### src/design/ble_pkg.sv
package ble_pkg;

   // Fixed sizes of the list and its fields.
   localparam int DATA_WIDTH  = 32;
   localparam int MAX_ENTRIES = 16;
   localparam int ADDR_WIDTH  = $clog2(MAX_ENTRIES);
   localparam int CNT_WIDTH   = 5;
   localparam int OP_WIDTH    = 4;
   localparam int STAT_WIDTH  = 2;

   localparam logic [CNT_WIDTH-1:0] CNT_MAX   = CNT_WIDTH'(MAX_ENTRIES);
   localparam logic [CNT_WIDTH-1:0] CAP_RESET = CNT_WIDTH'(10);

   typedef logic [DATA_WIDTH-1:0] word_type;
   typedef logic [ADDR_WIDTH-1:0] addr_type;
   typedef logic [CNT_WIDTH-1:0]  cnt_type;

   // Operation codes carried by a request.
   typedef enum logic [OP_WIDTH-1:0] {
      OP_CLEAR      = 4'd0,
      OP_INSERT     = 4'd1,
      OP_APPEND     = 4'd2,
      OP_PUSH_FRONT = 4'd3,
      OP_SORTED     = 4'd4,
      OP_POP        = 4'd5,
      OP_POP_BACK   = 4'd6,
      OP_POP_FIRST  = 4'd7,
      OP_REMOVE     = 4'd8,
      OP_FIND       = 4'd9,
      OP_READ       = 4'd10,
      OP_WRITE      = 4'd11
   } op_type;

   // Status codes returned with each result.
   typedef enum logic [STAT_WIDTH-1:0] {
      STAT_OK     = 2'd0,
      STAT_FULL   = 2'd1,
      STAT_EMPTY  = 2'd2,
      STAT_BADPOS = 2'd3
   } status_type;

   typedef struct packed {
      logic [OP_WIDTH-1:0]  opcode;
      cnt_type              position;
      word_type             value;
   } req_type;

   typedef struct packed {
      logic [STAT_WIDTH-1:0] status;
      word_type              result_value;
      cnt_type               found_position;
      logic                  found;
      cnt_type               entry_count;
   } rsp_type;

   // Outcome of the shared compare unit.
   typedef struct packed {
      logic eq;
      logic gt;
   } cmp_type;

endpackage

### src/design/ble_mem.sv
module ble_mem (
   input  logic             clock,
   input  logic             we,
   input  ble_pkg::addr_type waddr,
   input  ble_pkg::word_type wdata,
   input  ble_pkg::addr_type raddr,
   output ble_pkg::word_type rdata
);

   ble_pkg::word_type entries_ff [ble_pkg::MAX_ENTRIES];
   ble_pkg::word_type rdata_ff;

   // One write port and one registered read port.
   always_ff @(posedge clock) begin
      if (we) begin
         entries_ff[waddr] <= wdata;
      end
      rdata_ff <= entries_ff[raddr];
   end

   assign rdata = rdata_ff;

endmodule

### src/design/ble_cmp.sv
module ble_cmp (
   input  ble_pkg::word_type a,
   input  ble_pkg::word_type b,
   output ble_pkg::cmp_type  res
);

   // Equality and signed greater-than, shared by find, remove and sorted insert.
   always_comb begin
      res.eq = (a == b);
      res.gt = ($signed(a) > $signed(b));
   end

endmodule

### src/design/bounded_array_list_engine.sv
// Bounded ordered list of up to 16 signed 32-bit words held in a small entry
// memory with one write port and one registered read port. A request is taken
// when start is high and busy is low; busy then stays high until the result is
// produced. The result appears on rsp_data for exactly one cycle with rsp_valid
// high and must be captured then, since the receiver cannot stall it; busy is
// already low in that cycle, so the next request may be issued alongside it.
// Clear, write, unused opcodes and any request rejected with a full, empty or
// bad-position status finish in the decode state, and a read fetches one
// entry. Inserts move entries up one at a time, and pops fetch the entry and
// then move the rest down. Find and remove compare entries one by one, and a
// successful remove then moves the rest down. A sorted insert scans and then
// shifts, and the scan and the shift together cover every entry. The result
// appears in the same cycle that busy drops. The walks go one memory access
// at a time, set by the single read port of the entry memory; the longest
// requests are a sorted insert into 15 entries and a failed search of 16. The
// capacity register is written through the csr channel, which is always ready.
module bounded_array_list_engine (
   input  logic              clock,
   input  logic              reset,
   input  logic              start,
   output logic              busy,
   input  ble_pkg::req_type  req_data,
   output logic              rsp_valid,
   output ble_pkg::rsp_type  rsp_data,
   input  logic              csr_valid,
   output logic              csr_ready,
   input  ble_pkg::cnt_type  csr_data
);

   typedef enum logic [9:0] {
      ST_IDLE      = 10'b0000000001,
      ST_DECODE    = 10'b0000000010,
      ST_SCAN_RD   = 10'b0000000100,
      ST_SCAN_CMP  = 10'b0000001000,
      ST_SHUP_RD   = 10'b0000010000,
      ST_SHUP_WR   = 10'b0000100000,
      ST_FETCH     = 10'b0001000000,
      ST_FETCH_CAP = 10'b0010000000,
      ST_SHDN_RD   = 10'b0100000000,
      ST_SHDN_WR   = 10'b1000000000
   } state_type;

   state_type                           state_ff, state_in;
   ble_pkg::cnt_type                    count_ff, count_in;
   ble_pkg::cnt_type                    cap_ff, cap_in;
   logic [ble_pkg::OP_WIDTH-1:0]        op_ff, op_in;
   ble_pkg::cnt_type                    pos_ff, pos_in;
   ble_pkg::word_type                   val_ff, val_in;
   ble_pkg::cnt_type                    idx_ff, idx_in;
   ble_pkg::cnt_type                    tgt_ff, tgt_in;
   logic [ble_pkg::STAT_WIDTH-1:0]      stat_ff, stat_in;
   ble_pkg::word_type                   rv_ff, rv_in;
   ble_pkg::cnt_type                    fpos_ff, fpos_in;
   logic                                found_ff, found_in;
   logic                                rsp_valid_ff, rsp_valid_in;
   ble_pkg::rsp_type                    rsp_ff, rsp_in;

   logic                                finish;
   logic                                mem_we;
   ble_pkg::addr_type                   mem_waddr;
   ble_pkg::word_type                   mem_wdata;
   ble_pkg::addr_type                   mem_raddr;
   ble_pkg::word_type                   mem_rdata;
   ble_pkg::cmp_type                    cmp;

   ble_pkg::cnt_type                    cap_eff;
   ble_pkg::cnt_type                    idx_inc;
   ble_pkg::cnt_type                    idx_dec;
   ble_pkg::cnt_type                    ins_pos;
   ble_pkg::cnt_type                    pop_pos;
   logic                                is_full;
   logic                                is_empty;
   logic                                hit;

   // Entry storage and the shared compare unit.
   ble_mem u_mem (
      .clock (clock),
      .we    (mem_we),
      .waddr (mem_waddr),
      .wdata (mem_wdata),
      .raddr (mem_raddr),
      .rdata (mem_rdata)
   );

   ble_cmp u_cmp (
      .a   (val_ff),
      .b   (mem_rdata),
      .res (cmp)
   );

   // Capacity clamped into the range one to the number of entries.
   always_comb begin
      priority if (cap_ff == '0) begin
         cap_eff = ble_pkg::cnt_type'(1);
      end else if (cap_ff > ble_pkg::CNT_MAX) begin
         cap_eff = ble_pkg::CNT_MAX;
      end else begin
         cap_eff = cap_ff;
      end
   end

   // Helpers used by the sequencer.
   always_comb begin
      idx_inc  = idx_ff + ble_pkg::cnt_type'(1);
      idx_dec  = idx_ff - ble_pkg::cnt_type'(1);
      is_full  = (count_ff >= cap_eff);
      is_empty = (count_ff == '0);
      hit      = (op_ff == ble_pkg::OP_SORTED) ? !cmp.gt : cmp.eq;

      priority if (op_ff == ble_pkg::OP_INSERT) begin
         ins_pos = pos_ff;
      end else if (op_ff == ble_pkg::OP_APPEND) begin
         ins_pos = count_ff;
      end else begin
         ins_pos = '0;
      end

      priority if (op_ff == ble_pkg::OP_POP_BACK) begin
         pop_pos = count_ff - ble_pkg::cnt_type'(1);
      end else if (op_ff == ble_pkg::OP_POP_FIRST) begin
         pop_pos = '0;
      end else begin
         pop_pos = pos_ff;
      end
   end

   // Sequencer: decodes a request, then walks the entries one memory access
   // at a time to search, shift up or shift down.
   always_comb begin
      state_in     = state_ff;
      count_in     = count_ff;
      op_in        = op_ff;
      pos_in       = pos_ff;
      val_in       = val_ff;
      idx_in       = idx_ff;
      tgt_in       = tgt_ff;
      stat_in      = stat_ff;
      rv_in        = rv_ff;
      fpos_in      = fpos_ff;
      found_in     = found_ff;
      finish       = 1'b0;
      mem_we       = 1'b0;
      mem_waddr    = idx_ff[ble_pkg::ADDR_WIDTH-1:0];
      mem_wdata    = mem_rdata;
      mem_raddr    = idx_ff[ble_pkg::ADDR_WIDTH-1:0];

      unique case (state_ff)
         ST_IDLE: begin
            if (start) begin
               op_in    = req_data.opcode;
               pos_in   = req_data.position;
               val_in   = req_data.value;
               stat_in  = ble_pkg::STAT_OK;
               rv_in    = '0;
               fpos_in  = '0;
               found_in = 1'b0;
               state_in = ST_DECODE;
            end
         end

         ST_DECODE: begin
            unique case (op_ff)
               ble_pkg::OP_CLEAR: begin
                  count_in = '0;
                  finish   = 1'b1;
               end
               ble_pkg::OP_INSERT, ble_pkg::OP_APPEND, ble_pkg::OP_PUSH_FRONT: begin
                  priority if (is_full) begin
                     stat_in = ble_pkg::STAT_FULL;
                     finish  = 1'b1;
                  end else if (ins_pos > count_ff) begin
                     stat_in = ble_pkg::STAT_BADPOS;
                     finish  = 1'b1;
                  end else begin
                     tgt_in   = ins_pos;
                     idx_in   = count_ff;
                     state_in = ST_SHUP_RD;
                  end
               end
               ble_pkg::OP_SORTED: begin
                  if (is_full) begin
                     stat_in = ble_pkg::STAT_FULL;
                     finish  = 1'b1;
                  end else begin
                     idx_in   = '0;
                     state_in = ST_SCAN_RD;
                  end
               end
               ble_pkg::OP_POP, ble_pkg::OP_POP_BACK, ble_pkg::OP_POP_FIRST: begin
                  priority if (is_empty) begin
                     stat_in = ble_pkg::STAT_EMPTY;
                     finish  = 1'b1;
                  end else if (pop_pos >= count_ff) begin
                     stat_in = ble_pkg::STAT_BADPOS;
                     finish  = 1'b1;
                  end else begin
                     idx_in   = pop_pos;
                     state_in = ST_FETCH;
                  end
               end
               ble_pkg::OP_REMOVE, ble_pkg::OP_FIND: begin
                  idx_in   = '0;
                  state_in = ST_SCAN_RD;
               end
               ble_pkg::OP_READ, ble_pkg::OP_WRITE: begin
                  priority if (is_empty) begin
                     stat_in = ble_pkg::STAT_EMPTY;
                     finish  = 1'b1;
                  end else if (pos_ff >= count_ff) begin
                     stat_in = ble_pkg::STAT_BADPOS;
                     finish  = 1'b1;
                  end else if (op_ff == ble_pkg::OP_READ) begin
                     idx_in   = pos_ff;
                     state_in = ST_FETCH;
                  end else begin
                     mem_we    = 1'b1;
                     mem_waddr = pos_ff[ble_pkg::ADDR_WIDTH-1:0];
                     mem_wdata = val_ff;
                     finish    = 1'b1;
                  end
               end
               default: begin
                  finish = 1'b1;
               end
            endcase
         end

         // Search: read one entry, compare it in the next cycle.
         ST_SCAN_RD: begin
            if (idx_ff == count_ff) begin
               if (op_ff == ble_pkg::OP_SORTED) begin
                  tgt_in   = count_ff;
                  idx_in   = count_ff;
                  state_in = ST_SHUP_RD;
               end else begin
                  fpos_in = count_ff;
                  finish  = 1'b1;
               end
            end else begin
               state_in = ST_SCAN_CMP;
            end
         end

         ST_SCAN_CMP: begin
            if (hit) begin
               if (op_ff == ble_pkg::OP_SORTED) begin
                  tgt_in   = idx_ff;
                  idx_in   = count_ff;
                  state_in = ST_SHUP_RD;
               end else begin
                  fpos_in  = idx_ff;
                  found_in = 1'b1;
                  if (op_ff == ble_pkg::OP_REMOVE) begin
                     state_in = ST_SHDN_RD;
                  end else begin
                     finish = 1'b1;
                  end
               end
            end else begin
               idx_in   = idx_inc;
               state_in = ST_SCAN_RD;
            end
         end

         // Shift up: move entry idx-1 to idx until the target slot is free.
         ST_SHUP_RD: begin
            if (idx_ff == tgt_ff) begin
               mem_we    = 1'b1;
               mem_waddr = tgt_ff[ble_pkg::ADDR_WIDTH-1:0];
               mem_wdata = val_ff;
               count_in  = count_ff + ble_pkg::cnt_type'(1);
               finish    = 1'b1;
            end else begin
               mem_raddr = idx_dec[ble_pkg::ADDR_WIDTH-1:0];
               state_in  = ST_SHUP_WR;
            end
         end

         ST_SHUP_WR: begin
            mem_we   = 1'b1;
            idx_in   = idx_dec;
            state_in = ST_SHUP_RD;
         end

         // Fetch the entry being popped or read.
         ST_FETCH: begin
            state_in = ST_FETCH_CAP;
         end

         ST_FETCH_CAP: begin
            rv_in = mem_rdata;
            if (op_ff == ble_pkg::OP_READ) begin
               finish = 1'b1;
            end else begin
               state_in = ST_SHDN_RD;
            end
         end

         // Shift down: move entry idx+1 to idx up to the end of the list.
         ST_SHDN_RD: begin
            if (idx_inc >= count_ff) begin
               count_in = count_ff - ble_pkg::cnt_type'(1);
               finish   = 1'b1;
            end else begin
               mem_raddr = idx_inc[ble_pkg::ADDR_WIDTH-1:0];
               state_in  = ST_SHDN_WR;
            end
         end

         ST_SHDN_WR: begin
            mem_we   = 1'b1;
            idx_in   = idx_inc;
            state_in = ST_SHDN_RD;
         end

         default: begin
            state_in = ST_IDLE;
         end
      endcase

      if (finish) begin
         state_in = ST_IDLE;
      end
   end

   // Result register, loaded in the cycle the sequencer finishes.
   always_comb begin
      rsp_valid_in          = finish;
      rsp_in                = rsp_ff;
      if (finish) begin
         rsp_in.status         = stat_in;
         rsp_in.result_value   = rv_in;
         rsp_in.found_position = fpos_in;
         rsp_in.found          = found_in;
         rsp_in.entry_count    = count_in;
      end
   end

   // Capacity register written through the csr channel.
   always_comb begin
      cap_in = cap_ff;
      if (csr_valid && csr_ready) begin
         cap_in = csr_data;
      end
   end

   // Control state.
   always_ff @(posedge clock) begin
      if (reset) begin
         state_ff     <= ST_IDLE;
         count_ff     <= '0;
         cap_ff       <= ble_pkg::CAP_RESET;
         rsp_valid_ff <= 1'b0;
      end else begin
         state_ff     <= state_in;
         count_ff     <= count_in;
         cap_ff       <= cap_in;
         rsp_valid_ff <= rsp_valid_in;
      end
   end

   // Working payload of the request in progress.
   always_ff @(posedge clock) begin
      op_ff    <= op_in;
      pos_ff   <= pos_in;
      val_ff   <= val_in;
      idx_ff   <= idx_in;
      tgt_ff   <= tgt_in;
      stat_ff  <= stat_in;
      rv_ff    <= rv_in;
      fpos_ff  <= fpos_in;
      found_ff <= found_in;
      rsp_ff   <= rsp_in;
   end

   assign busy      = (state_ff != ST_IDLE);
   assign rsp_valid = rsp_valid_ff;
   assign rsp_data  = rsp_ff;
   assign csr_ready = 1'b1;

   // The count never goes beyond the number of entries.
   a_count_bound: assert property (@(posedge clock) disable iff (reset)
      count_ff <= ble_pkg::CNT_MAX)
      else $error("entry count above the list size");

   // An accepted request makes the block busy.
   a_accept_busy: assert property (@(posedge clock) disable iff (reset)
      (start && !busy) |=> busy)
      else $error("request accepted but block not busy");

   // A result is only produced as the sequencer returns to idle.
   a_rsp_idle: assert property (@(posedge clock) disable iff (reset)
      rsp_valid_ff |-> (state_ff == ST_IDLE) && $past(state_ff != ST_IDLE))
      else $error("result outside the end of a request");

   // The count only changes together with a result.
   a_count_rsp: assert property (@(posedge clock) disable iff (reset)
      !$stable(count_ff) |-> rsp_valid_ff)
      else $error("entry count changed without a result");

endmodule

### config.mk
export PLATFORM = sky130hd
export DESIGN_NAME = bounded_array_list_engine
export DESIGN_NICKNAME = d
export VERILOG_FILES = /design/src/design/ble_pkg.sv /design/src/design/ble_mem.sv /design/src/design/ble_cmp.sv /design/src/design/bounded_array_list_engine.sv
export SDC_FILE = /design/constraint.sdc
export NUM_CORES = 1
export LEC_CHECK = 0
export BUFFER_PORTS_ARGS = -buffer_cell sky130_fd_sc_hd__buf_4
export CAP_MARGIN = 10
export CORE_MARGIN = 10
export CORE_UTILIZATION = 35
export CTS_CLUSTER_DIAMETER = 80
export DETAILED_ROUTE_END_ITERATION = 16
export GPL_ROUTABILITY_DRIVEN = 0
export HOLD_SLACK_MARGIN = 0.02
export PLACE_DENSITY = 0.64
export SLEW_MARGIN = 30
export SYNTH_ARGS = -nofsm -noshare
export SYNTH_HDL_FRONTEND = slang
export SYNTH_SLANG_ARGS = --single-unit
export TNS_END_PERCENT = 50
### constraint.sdc
create_clock -name clock -period 4.32 [get_ports clock]
set_clock_uncertainty 0.05 [all_clocks]
set_input_delay 1.296 -clock clock [delete_from_list [all_inputs] [get_ports clock]]
set_output_delay 1.296 -clock clock [all_outputs]
set_load 0.05 [all_outputs]
Word-level counts from Yosys, hierarchy flattened
Memory sizes are Yosys's and may differ from the RTL's. A register that Yosys moved wholly into a read port is not among the register bits.
Cells that the tools add are included.

operators by class
  $add $sub $neg = 4
  order comparisons = 7
  equality and inequality tests = 47
  muxes and demuxes = 112
  reductions and logical operators = 16

operator list
  operator                count
  $mux W32                6
  $mux W10                17
  $mux W5                 32
  $pmux W32 S2            2
  $pmux W10 S10           1
  $pmux W10 S5            1
  $pmux W5 S5             2
  $pmux W5 S3             3
  $eq A32 B32 Y1          1
  $gt A32 B32 Y1          1
  $mux W4                 7
  $ne A3 B3 Y1 const B    9
  $mux W1                 25
  $ge A5 B5 Y1            4
  $ne A2 B2 Y1 const B    10
  $eq A4 B3 Y1 const B    4
  $eq A4 B4 Y1 const B    4
  $mux W2                 8
  $pmux W4 S2             2
  $reduce_and A15 Y1      1
  $reduce_and A11 Y1      1
  $add A5 B1 Y5 const B   2
  $eq A10 B1 Y1 const B   1
  $eq A10 B10 Y1 const B  1
  other kinds (33)        41

word-level totals
  register bits = 157
  memory bits (writable) = 512
  input bits = 50
  output and inout bits = 48
  logic and storage cells = 205
  memories = 1

memories
  memory            words  width  read ports  clocked after Yosys merged registers in  write ports  line           text
  u_mem.entries_ff  16     32     1           1                                        1            ble_mem.sv:10  ble_pkg::word_type entries_ff [ble_pkg::MAX_ENTRIES];

Logic depth before layout (Yosys ltp)
Gate-level depths: netlist of the first run.

  depth after elaboration = 9
  mapped depth = 17
  depth with buffers taken out = 15

Cells and area by module
From an unflattened synthesis of the first run, not the netlist that was laid out.

unflattened totals
  cell total of the unflattened synthesis = 1724
  area total of the unflattened synthesis = 28637.5 sq um

modules (own cells, without submodules)
  module                     instances  cells each  area an instance (sq um)  seq. area each (sq um)
  ble_mem                    1          838         19835.3                   16015.4
  bounded_array_list_engine  1          772         7957.6                    4103.9
  ble_cmp                    1          114         844.6                     0.0

Worst setup path after synthesis of the first run
No wires, ideal clock.

  kind = register to register
  start = register count_ff[2]
  end = memory u_mem.entries_ff[7][0] (netlist name), enable pin
  library setup time = 421 ps
  arrival time = 3914 ps
  required time = 3849 ps
  slack = -65 ps
  cell stages (with the launch flop) = 13
  buffers on the path = 1
  clock period less this slack = 4385 ps
  cells stage by stage = dfxtp_1 -> clkbuf_1 -> inv_1 -> ha_1 -> a21o_1 -> a31oi_1 -> o21a_1 -> nor4b_4 -> o21a_1 -> inv_2 -> a21oi_1 -> nand2_1 -> nor2_1

on the way
  word-level cells in the longest chain between the ends = 7
  elaborated cells on any way between the ends = 12
  classes of those cells = 1 x order compare; 10 x mux; 1 x reduce/logical

RTL lines
  what                           line                              text
  start, declared                bounded_array_list_engine.sv:44   ble_pkg::cnt_type count_ff, count_in;
  start signal, assigned         bounded_array_list_engine.sv:356  count_ff <= count_in;
  $ge A5 B5 Y1                   bounded_array_list_engine.sv:209  end else if (pos_ff >= count_ff) begin
  $mux W1                        bounded_array_list_engine.sv:209
  $mux W1                        bounded_array_list_engine.sv:206  priority if (is_empty) begin
  $mux W1                        bounded_array_list_engine.sv:162  unique case (op_ff)
  $pmux W1 S3                    bounded_array_list_engine.sv:147  unique case (state_ff)
  $mux W1                        ble_mem.sv:15                     if (we) begin
  $mux W1 (not written as such)  ble_mem.sv:16                     entries_ff[waddr] <= wdata;
  end, declared                  ble_mem.sv:10

Parallel ways exist; a longest one is shown, timed or not.

Final worst setup path of the first run
  start = register val_ff[31]
  end = register state_ff[2]

on the way
  word-level cells in the longest chain between the ends = 6
  elaborated cells on any way between the ends = 11
  classes of those cells = 1 x order compare; 2 x eq/ne; 5 x mux; 3 x reduce/logical

RTL lines
  what                                   line                              text
  start, declared                        bounded_array_list_engine.sv:48   ble_pkg::word_type val_ff, val_in;
  start signal, assigned                 bounded_array_list_engine.sv:366  val_ff <= val_in;
  $gt A32 B32 Y1                         ble_cmp.sv:10                     res.gt = ($signed(a) > $signed(b));
  $logic_not A1 Y1                       bounded_array_list_engine.sv:108  hit = (op_ff == ble_pkg::OP_SORTED) ? !cmp.gt : cmp.eq;
  $mux W1 (*)                            bounded_array_list_engine.sv:108
  $mux W1 (*)                            bounded_array_list_engine.sv:245  if (hit) begin
  $pmux W1 S6 (*)                        bounded_array_list_engine.sv:147
  via finish                             bounded_array_list_engine.sv:58   logic finish;
  $reduce_or A2 Y1 (no source line) (*)  --
  end signal, assigned                   bounded_array_list_engine.sv:355  state_ff <= state_in;
  end, declared                          bounded_array_list_engine.sv:43   state_type state_ff, state_in;

The timed path passes the listed nets; every way through them passes the cells marked *.
A chain may end at the register's enable or synchronous reset.

==> flow_metrics.env, run 1 <==
export IMPL_detail_route_first_pass_iterations=5
export IMPL_cts_hold_buf=0
export IMPL_coreArea_um2=85010
export IMPL_hold_class="reg2reg"
export IMPL_netlist_instances=1991
export IMPL_drt_wl_total_mm=73.69
export IMPL_dr_wl_met2_mm=35.08
export IMPL_whs_ns=0.4299
export IMPL_synth_area_um2=29940
export IMPL_fmax_mhz=240.9
export IMPL_grt_max_degree=64
export IMPL_vias=17310
export IMPL_ios=98
export IMPL_crit_fanout=11
export IMPL_start_util_pct=35.22
export IMPL_min_period_ns=4.151
export IMPL_dpl_cell_count=3201
export IMPL_synth_fa_ha_area_share_pct=2.674
export IMPL_area_delta_synth_final_pct=17.48
export IMPL_synth_compound_area_share_pct=5.294
export IMPL_crit_type="reg2reg"
export IMPL_fp_dieH_um=312.5
export IMPL_synth_edff_count=608
export IMPL_drive_above_1_share_pct=15.84
export IMPL_place_hpwl_mm=44.17
export IMPL_fp_dieArea_um2=97660
export IMPL_synth_seq_cells=701
export IMPL_io_buffers=96
export IMPL_grt_pass1_wl_mm=109.6
export IMPL_grt_use_total_pct=14.63
export IMPL_crit_path_end_kind="register"
export IMPL_numCtsBuffers=72
export IMPL_grt_overflow=0
export IMPL_clk_insertion_delay_late_ns=0.63
export IMPL_async_reset_ff_share_pct=0
export IMPL_viasPerCell=5.190
export IMPL_rsz0062_at_grt="no"
export IMPL_synth_mux_area_share_pct=16.35
export IMPL_yosysSeqAreaShare_pct=67.19
export IMPL_max_cap_violations=0
export IMPL_clkSinkCount=701
export IMPL_dpl_worst_slack_ns=0.07510
export IMPL_cp_start_kind="register"
export IMPL_drtIter0Drc=1407
export IMPL_root_buffer="clkbuf_16"
export IMPL_final_common_cell="edfxtp_1"
export IMPL_grt_pass1_vias=17230
export IMPL_synth_top_family_by_area="multiplexers"
export IMPL_hold_viol=0
export IMPL_drc=0
export IMPL_post_cts_buffers=0
export IMPL_synth_xor_area_share_pct=0.5850
export IMPL_worst_slack_ns=0.1686
export IMPL_dieWidth_um=312.5
export IMPL_pwr_density_cell_nw_per_um2=424.9
export IMPL_ir_worst_vdd_mv=0.2927
export IMPL_grt_antenna_before_repair=0
export IMPL_fp_row_count=107
export IMPL_synth_ff_type="edfxtp_1"
export IMPL_crit_arrival_ns=4.61
export IMPL_syn_nets=2105
export IMPL_htreeDepth=3
export IMPL_final_cells=3335
export IMPL_cts_tree="done"
export IMPL_status="finished clean"
export IMPL_final_cell_mix="608 x edfxtp_1, 488 x mux2i_1, 137 x buf_4, 93 x nand2_1, 93 x dfxtp_1"
export IMPL_tightest_slew_ns=0.9586
export IMPL_synth_warnings=0
export IMPL_fin_nets=2245
export IMPL_drv_slew=0
export IMPL_synth_distinct_cells=69
export IMPL_wl_met1_mm=32.58
export IMPL_top_layer_used="met4"
export IMPL_syn_area_per_cell_um2=15.04
export IMPL_clk_pin_slew_ns=0.06
export IMPL_drtAntennaViolNets=0
export IMPL_leakagePower_nw=13.30
export IMPL_yosys_area_share_simple_pct=4.968
export IMPL_timing_final_crit_share_pct=96.10
export IMPL_max_slew_margin_pct=35.67
export IMPL_crit_required_ns=4.78
export IMPL_cts_buffer_depth=3
export IMPL_setup_violations=0
export IMPL_wire_per_inst_um=22.10
export IMPL_wl_met3_mm=4.368
timing repair:
| action | in CTS | in global routing |
|---|---|---|
| endpoints found under the setup margin | 0 | 39 |
| gates resized for setup | 0 | 1 |
| hold endpoints to repair | 0 | 0 |
state kept, by name, summed over array words and instances, names as in the netlist:
name	flops
idx_ff	5
stat_ff	2
rv_ff	32
tgt_ff	5
fpos_ff	5
op_ff	4
val_ff	32
count_ff	5
rsp_valid	1
u_mem.rdata	32
cap_ff	5
u_mem.entries_ff	512
state_ff	10
rsp_data	45
found_ff	1
pos_ff	5
worst max-delay path, cell delays in order (launching register included):
cell and delay (ns):
edfxtp_1 0.44, ha_1 0.36, nand4_1 0.25, nor3_4 0.45, nand4b_1 0.40, or3_1 0.75
nor3_1 0.48, a2111oi_4 0.13, nand2_2 0.14, or2_1 0.36, o21ba_1 0.21
power breakdown:
group          internal [mW]  leakage [nW]  switching (mW)
clock network           3.79          1.22            2.65
logic                  0.341          5.83           0.614
registers               7.48          6.25          0.0682
synth_stat cells, types with 2 or more instances:
library cell	count	share of area, %
edfxtp_1	608	61
mux2i_1	488	16
nand2_1	95	1.2
dfxtp_1	93	6.2
nor2_1	68	0.85
ha_1	64	2.7
o21ai_0	61	1.0
inv_1	58	0.73
nand3_1	52	0.87
a21oi_1	47	0.79
o21ai_1	41	0.69
buf_2	35	0.58
clkbuf_1	34	0.43
buf_6	27	1.0
nor2b_1	24	0.50
a31oi_1	14	0.29
nor3_1	13	0.22
a21o_1	12	0.30
xnor2_1	11	0.32
a22oi_1	10	0.25
and3_1	10	0.21
xor2_1	9	0.26
nand2b_1	8	0.17
nand4_1	8	0.17
o21a_1	7	0.18
a221oi_1	6	0.18
buf_4	6	0.15
o211ai_1	6	0.15
a211oi_1	5	0.13
a222oi_1	5	0.17
and2_1	5	0.10
nor3_2	5	0.17
o31ai_1	5	0.13
a32oi_1	4	0.12
a211o_1	3	0.088
a311oi_1	3	0.088
and4_1	3	0.088
o2bb2ai_1	3	0.088
nand4b_1	2	0.059
o221ai_1	2	0.059
o22ai_1	2	0.042
or3_1	2	0.042
path summary, 6_finish.rpt:
path	endpoint	slack, ns	cells past startpoint	startpoint
worst max register to register	state_ff[2]$_SDFFE_PP0P_	0.17	10	val_ff[31]$_DFFE_PP_
worst min register to register	fpos_ff[4]$_DFF_P_	0.43	2	fpos_ff[4]$_DFF_P_
worst max-delay path	state_ff[2]$_SDFFE_PP0P_	0.17	10	val_ff[31]$_DFFE_PP_
worst min-delay path	fpos_ff[4]$_DFF_P_	0.43	2	fpos_ff[4]$_DFF_P_
cell families after synthesis:
family,after synthesis
flip-flops,701
multiplexers,489
AND/OR/NAND/NOR,304
AO/OA/AOI/OAI,250
buffers and inverters,162
adder cells (fa/ha/maj),64
XOR/XNOR,20
other,1
layout make-up:
class / instances / area [µm²]
multi-input combinational: 1128 / 9231
fill: 7589 / 49830
timing repair buffer: 169 / 1669
antenna: 1 / 2.502
clock buffer: 92 / 1988
sequential: 701 / 20120
clock inverter: 41 / 516.7
inverter: 59 / 221.5
tap: 1144 / 1431
per-stage QoR:
stage	total power [mW]	TNS, ns	utilization [%]	instance area (µm²)
floorplan	8.287	-14.03	-	29950
global placement	8.602	-14.85	38.30	32560
detailed placement	8.635	0	38.33	32590
CTS	15.07	0	41.28	35090
global route	15.47	0	41.38	35180
finish	14.95	0	41.38	35180
routing by layer:
metal | vias up | track usage, %
met5 | - | 0
met4 | 0 | 3.919
met3 | 124 | 2.950
met2 | 556 | 24.22
met1 | 8749 | 19.40
li1 | 7878 | -
No activity file was read; power rests on OpenSTA's default activity.
==> inputs of run 2 (changes only) <==
--- a/config.mk
+++ b/config.mk
@@ -20,2 +20 @@
 export SYNTH_SLANG_ARGS = --single-unit
-export TNS_END_PERCENT = 50
==> constraint.sdc (replaced) <==
create_clock -name clock -period 4.32 [get_ports clock]
set_clock_uncertainty 0.05 [all_clocks]
set_input_delay 0 -clock clock [delete_from_list [all_inputs] [get_ports clock]]
set_output_delay 0 -clock clock [all_outputs]
set_load 0.05 [all_outputs]
==> flow_metrics.env, run 2 (same netlist as run 1, synthesis figures left out) <==
export IMPL_final_cells=3400
export IMPL_cp_cell_sequence="ha_1 > nand4_1 > nor3_4 > nand4b_1 > or3_1 > nor3_1 > a2111oi_4 > nand2_2 > or2_1 > o21ba_1"
export IMPL_timing_final_crit_share_pct=95.08
export IMPL_grt_use_total_pct=14.77
export IMPL_crit_path_max_incr_delay_ns=0.75
export IMPL_path_buf_inv=0
export IMPL_grt_max_degree=64
export IMPL_max_cap_violations=0
export IMPL_clk_insertion_delay_late_ns=0.62
export IMPL_dpl_cell_count=3203
export IMPL_slowest_stage="or3_1"
export IMPL_crit_arrival_ns=4.57
export IMPL_rsz0062_at_grt="no"
export IMPL_tightest_slew_ns=0.9231
export IMPL_fp_dieH_um=312.5
export IMPL_crit_path_end_kind="register"
export IMPL_grt_antenna_before_repair=0
export IMPL_drive_above_1_share_pct=14.98
export IMPL_final_cell_mix="608 x edfxtp_1, 488 x mux2i_1, 139 x buf_4, 93 x nand2_1, 93 x dfxtp_1"
export IMPL_coreArea_um2=85010
export IMPL_place_hpwl_mm=44.61
export IMPL_grt_pass1_wl_mm=110.9
export IMPL_cp_start_kind="register"
export IMPL_vias=17460
export IMPL_setup_violations=0
export IMPL_cts_buffer_depth=3
export IMPL_min_period_ns=4.107
export IMPL_worst_slack_ns=0.2126
export IMPL_pwr_density_cell_nw_per_um2=409.3
export IMPL_max_slew_margin_pct=38.05
export IMPL_dieWidth_um=312.5
export IMPL_io_buffers=96
export IMPL_drv_slew=0
export IMPL_crit_family="simple AND/OR/NAND/NOR gates"
export IMPL_crit_fanout=11
export IMPL_htreeDepth=3
export IMPL_drtIter0Drc=1396
export IMPL_dpl_cell_area_um2=32600
export IMPL_drt_wl_total_mm=74.19
export IMPL_status="finished clean"
export IMPL_regMostFlops="u_mem.entries_ff"
export IMPL_fmax_mhz=243.5
export IMPL_start_util_pct=35.22
export IMPL_root_buffer="clkbuf_16"
export IMPL_clkSinkCount=701
export IMPL_ios=98
export IMPL_final_common_cell="edfxtp_1"
export IMPL_fin_nets=2311
export IMPL_diodes=0
export IMPL_post_cts_buffers=0
export IMPL_wire_per_inst_um=21.82
export IMPL_drtAntennaViolNets=0
export IMPL_hold_viol=0
export IMPL_leakagePower_nw=13.46
export IMPL_numCtsBuffers=73
export IMPL_largest_register_ffs=512
export IMPL_crit_required_ns=4.78
export IMPL_drc=0
export IMPL_clk_pin_slew_ns=0.06
export IMPL_design_area_um2=35600
export IMPL_hold_class="in2reg"
export IMPL_detail_route_first_pass_iterations=6
export IMPL_crit_type="reg2reg"
export IMPL_fin_util_pct=41.88
export IMPL_viasPerCell=5.136
export IMPL_dpl_worst_slack_ns=-0.2687
export IMPL_cts_tree="done"
export IMPL_grt_pass1_vias=17620
export IMPL_finalSetupTns_ns=0
export IMPL_fp_row_count=107
export IMPL_area_delta_synth_final_pct=18.90
export IMPL_ir_worst_vdd_mv=0.3120
export IMPL_grt_overflow=0
export IMPL_fp_dieArea_um2=97660
## run 2: repair_timing
item | in CTS | in global routing
setup endpoints to repair | 62 | 15
resized for setup | 1 | 2
hold buffers | 63 | 0
gates cloned | 0 | 0
endpoints found under the hold margin | 61 | 0
## run 2: path summary, 6_finish.rpt
check                                     startpoint                  endpoint  slack, ns  depth (start not counted)
worst min-delay path                    req_data[19]      val_ff[19]$_DFFE_PP_       0.05                          2
worst max register to register  val_ff[31]$_DFFE_PP_  state_ff[2]$_SDFFE_PP0P_       0.21                         10
worst max-delay path            val_ff[31]$_DFFE_PP_  state_ff[2]$_SDFFE_PP0P_       0.21                         10
worst min register to register     rv_ff[27]$_DFF_P_         rv_ff[27]$_DFF_P_       0.43                          2
## run 2: worst register-to-register path: cells and delay by family, from the launching register on
family | cells | cell delay, ns
fa+ha+maj | 1 | 0.38
simple gates | 7 | 2.80
flops | 1 | 0.43
compound gates | 2 | 0.35
## run 2: final cells by class
type	instances	area (µm²)
Clock inverter	34	327.8
Timing Repair Buffer	234	2315
Multi-Input combinational cell	1128	9241
Sequential cell	701	20120
Fill cell	7600	49410
Tap cell	1144	1431
Clock buffer	100	1948
Inverter	59	221.5
## run 2: report_power, final
part	leakage, nW	switching (mW)	internal, mW
sequential	6.25	0.0660	7.48
clock	1.12	2.58	3.44
combinational	6.10	0.628	0.379
## run 2: routing by layer
metal | GRT usage, % | part of all wire, % | wire length [µm] | up-vias
met2 | 24.76 | 48 | 35600 | 579
met3 | 2.818 | 6.0 | 4449 | 123
met5 | 0 | 0 | 0 | -
met4 | 4.330 | 2.3 | 1734 | 0
met1 | 19.26 | 44 | 32410 | 8761
li1 | - | - | - | 7998
## run 2: stage by stage
stage / power [mW] / hold WS (ns)
floorplan: 8.287 / 0.02161
global route: 15.07 / 0.03191
global placement: 8.601 / 0.1294
CTS: 14.70 / 0.02070
detailed placement: 8.633 / 0.1295
finish: 14.57 / 0.05115
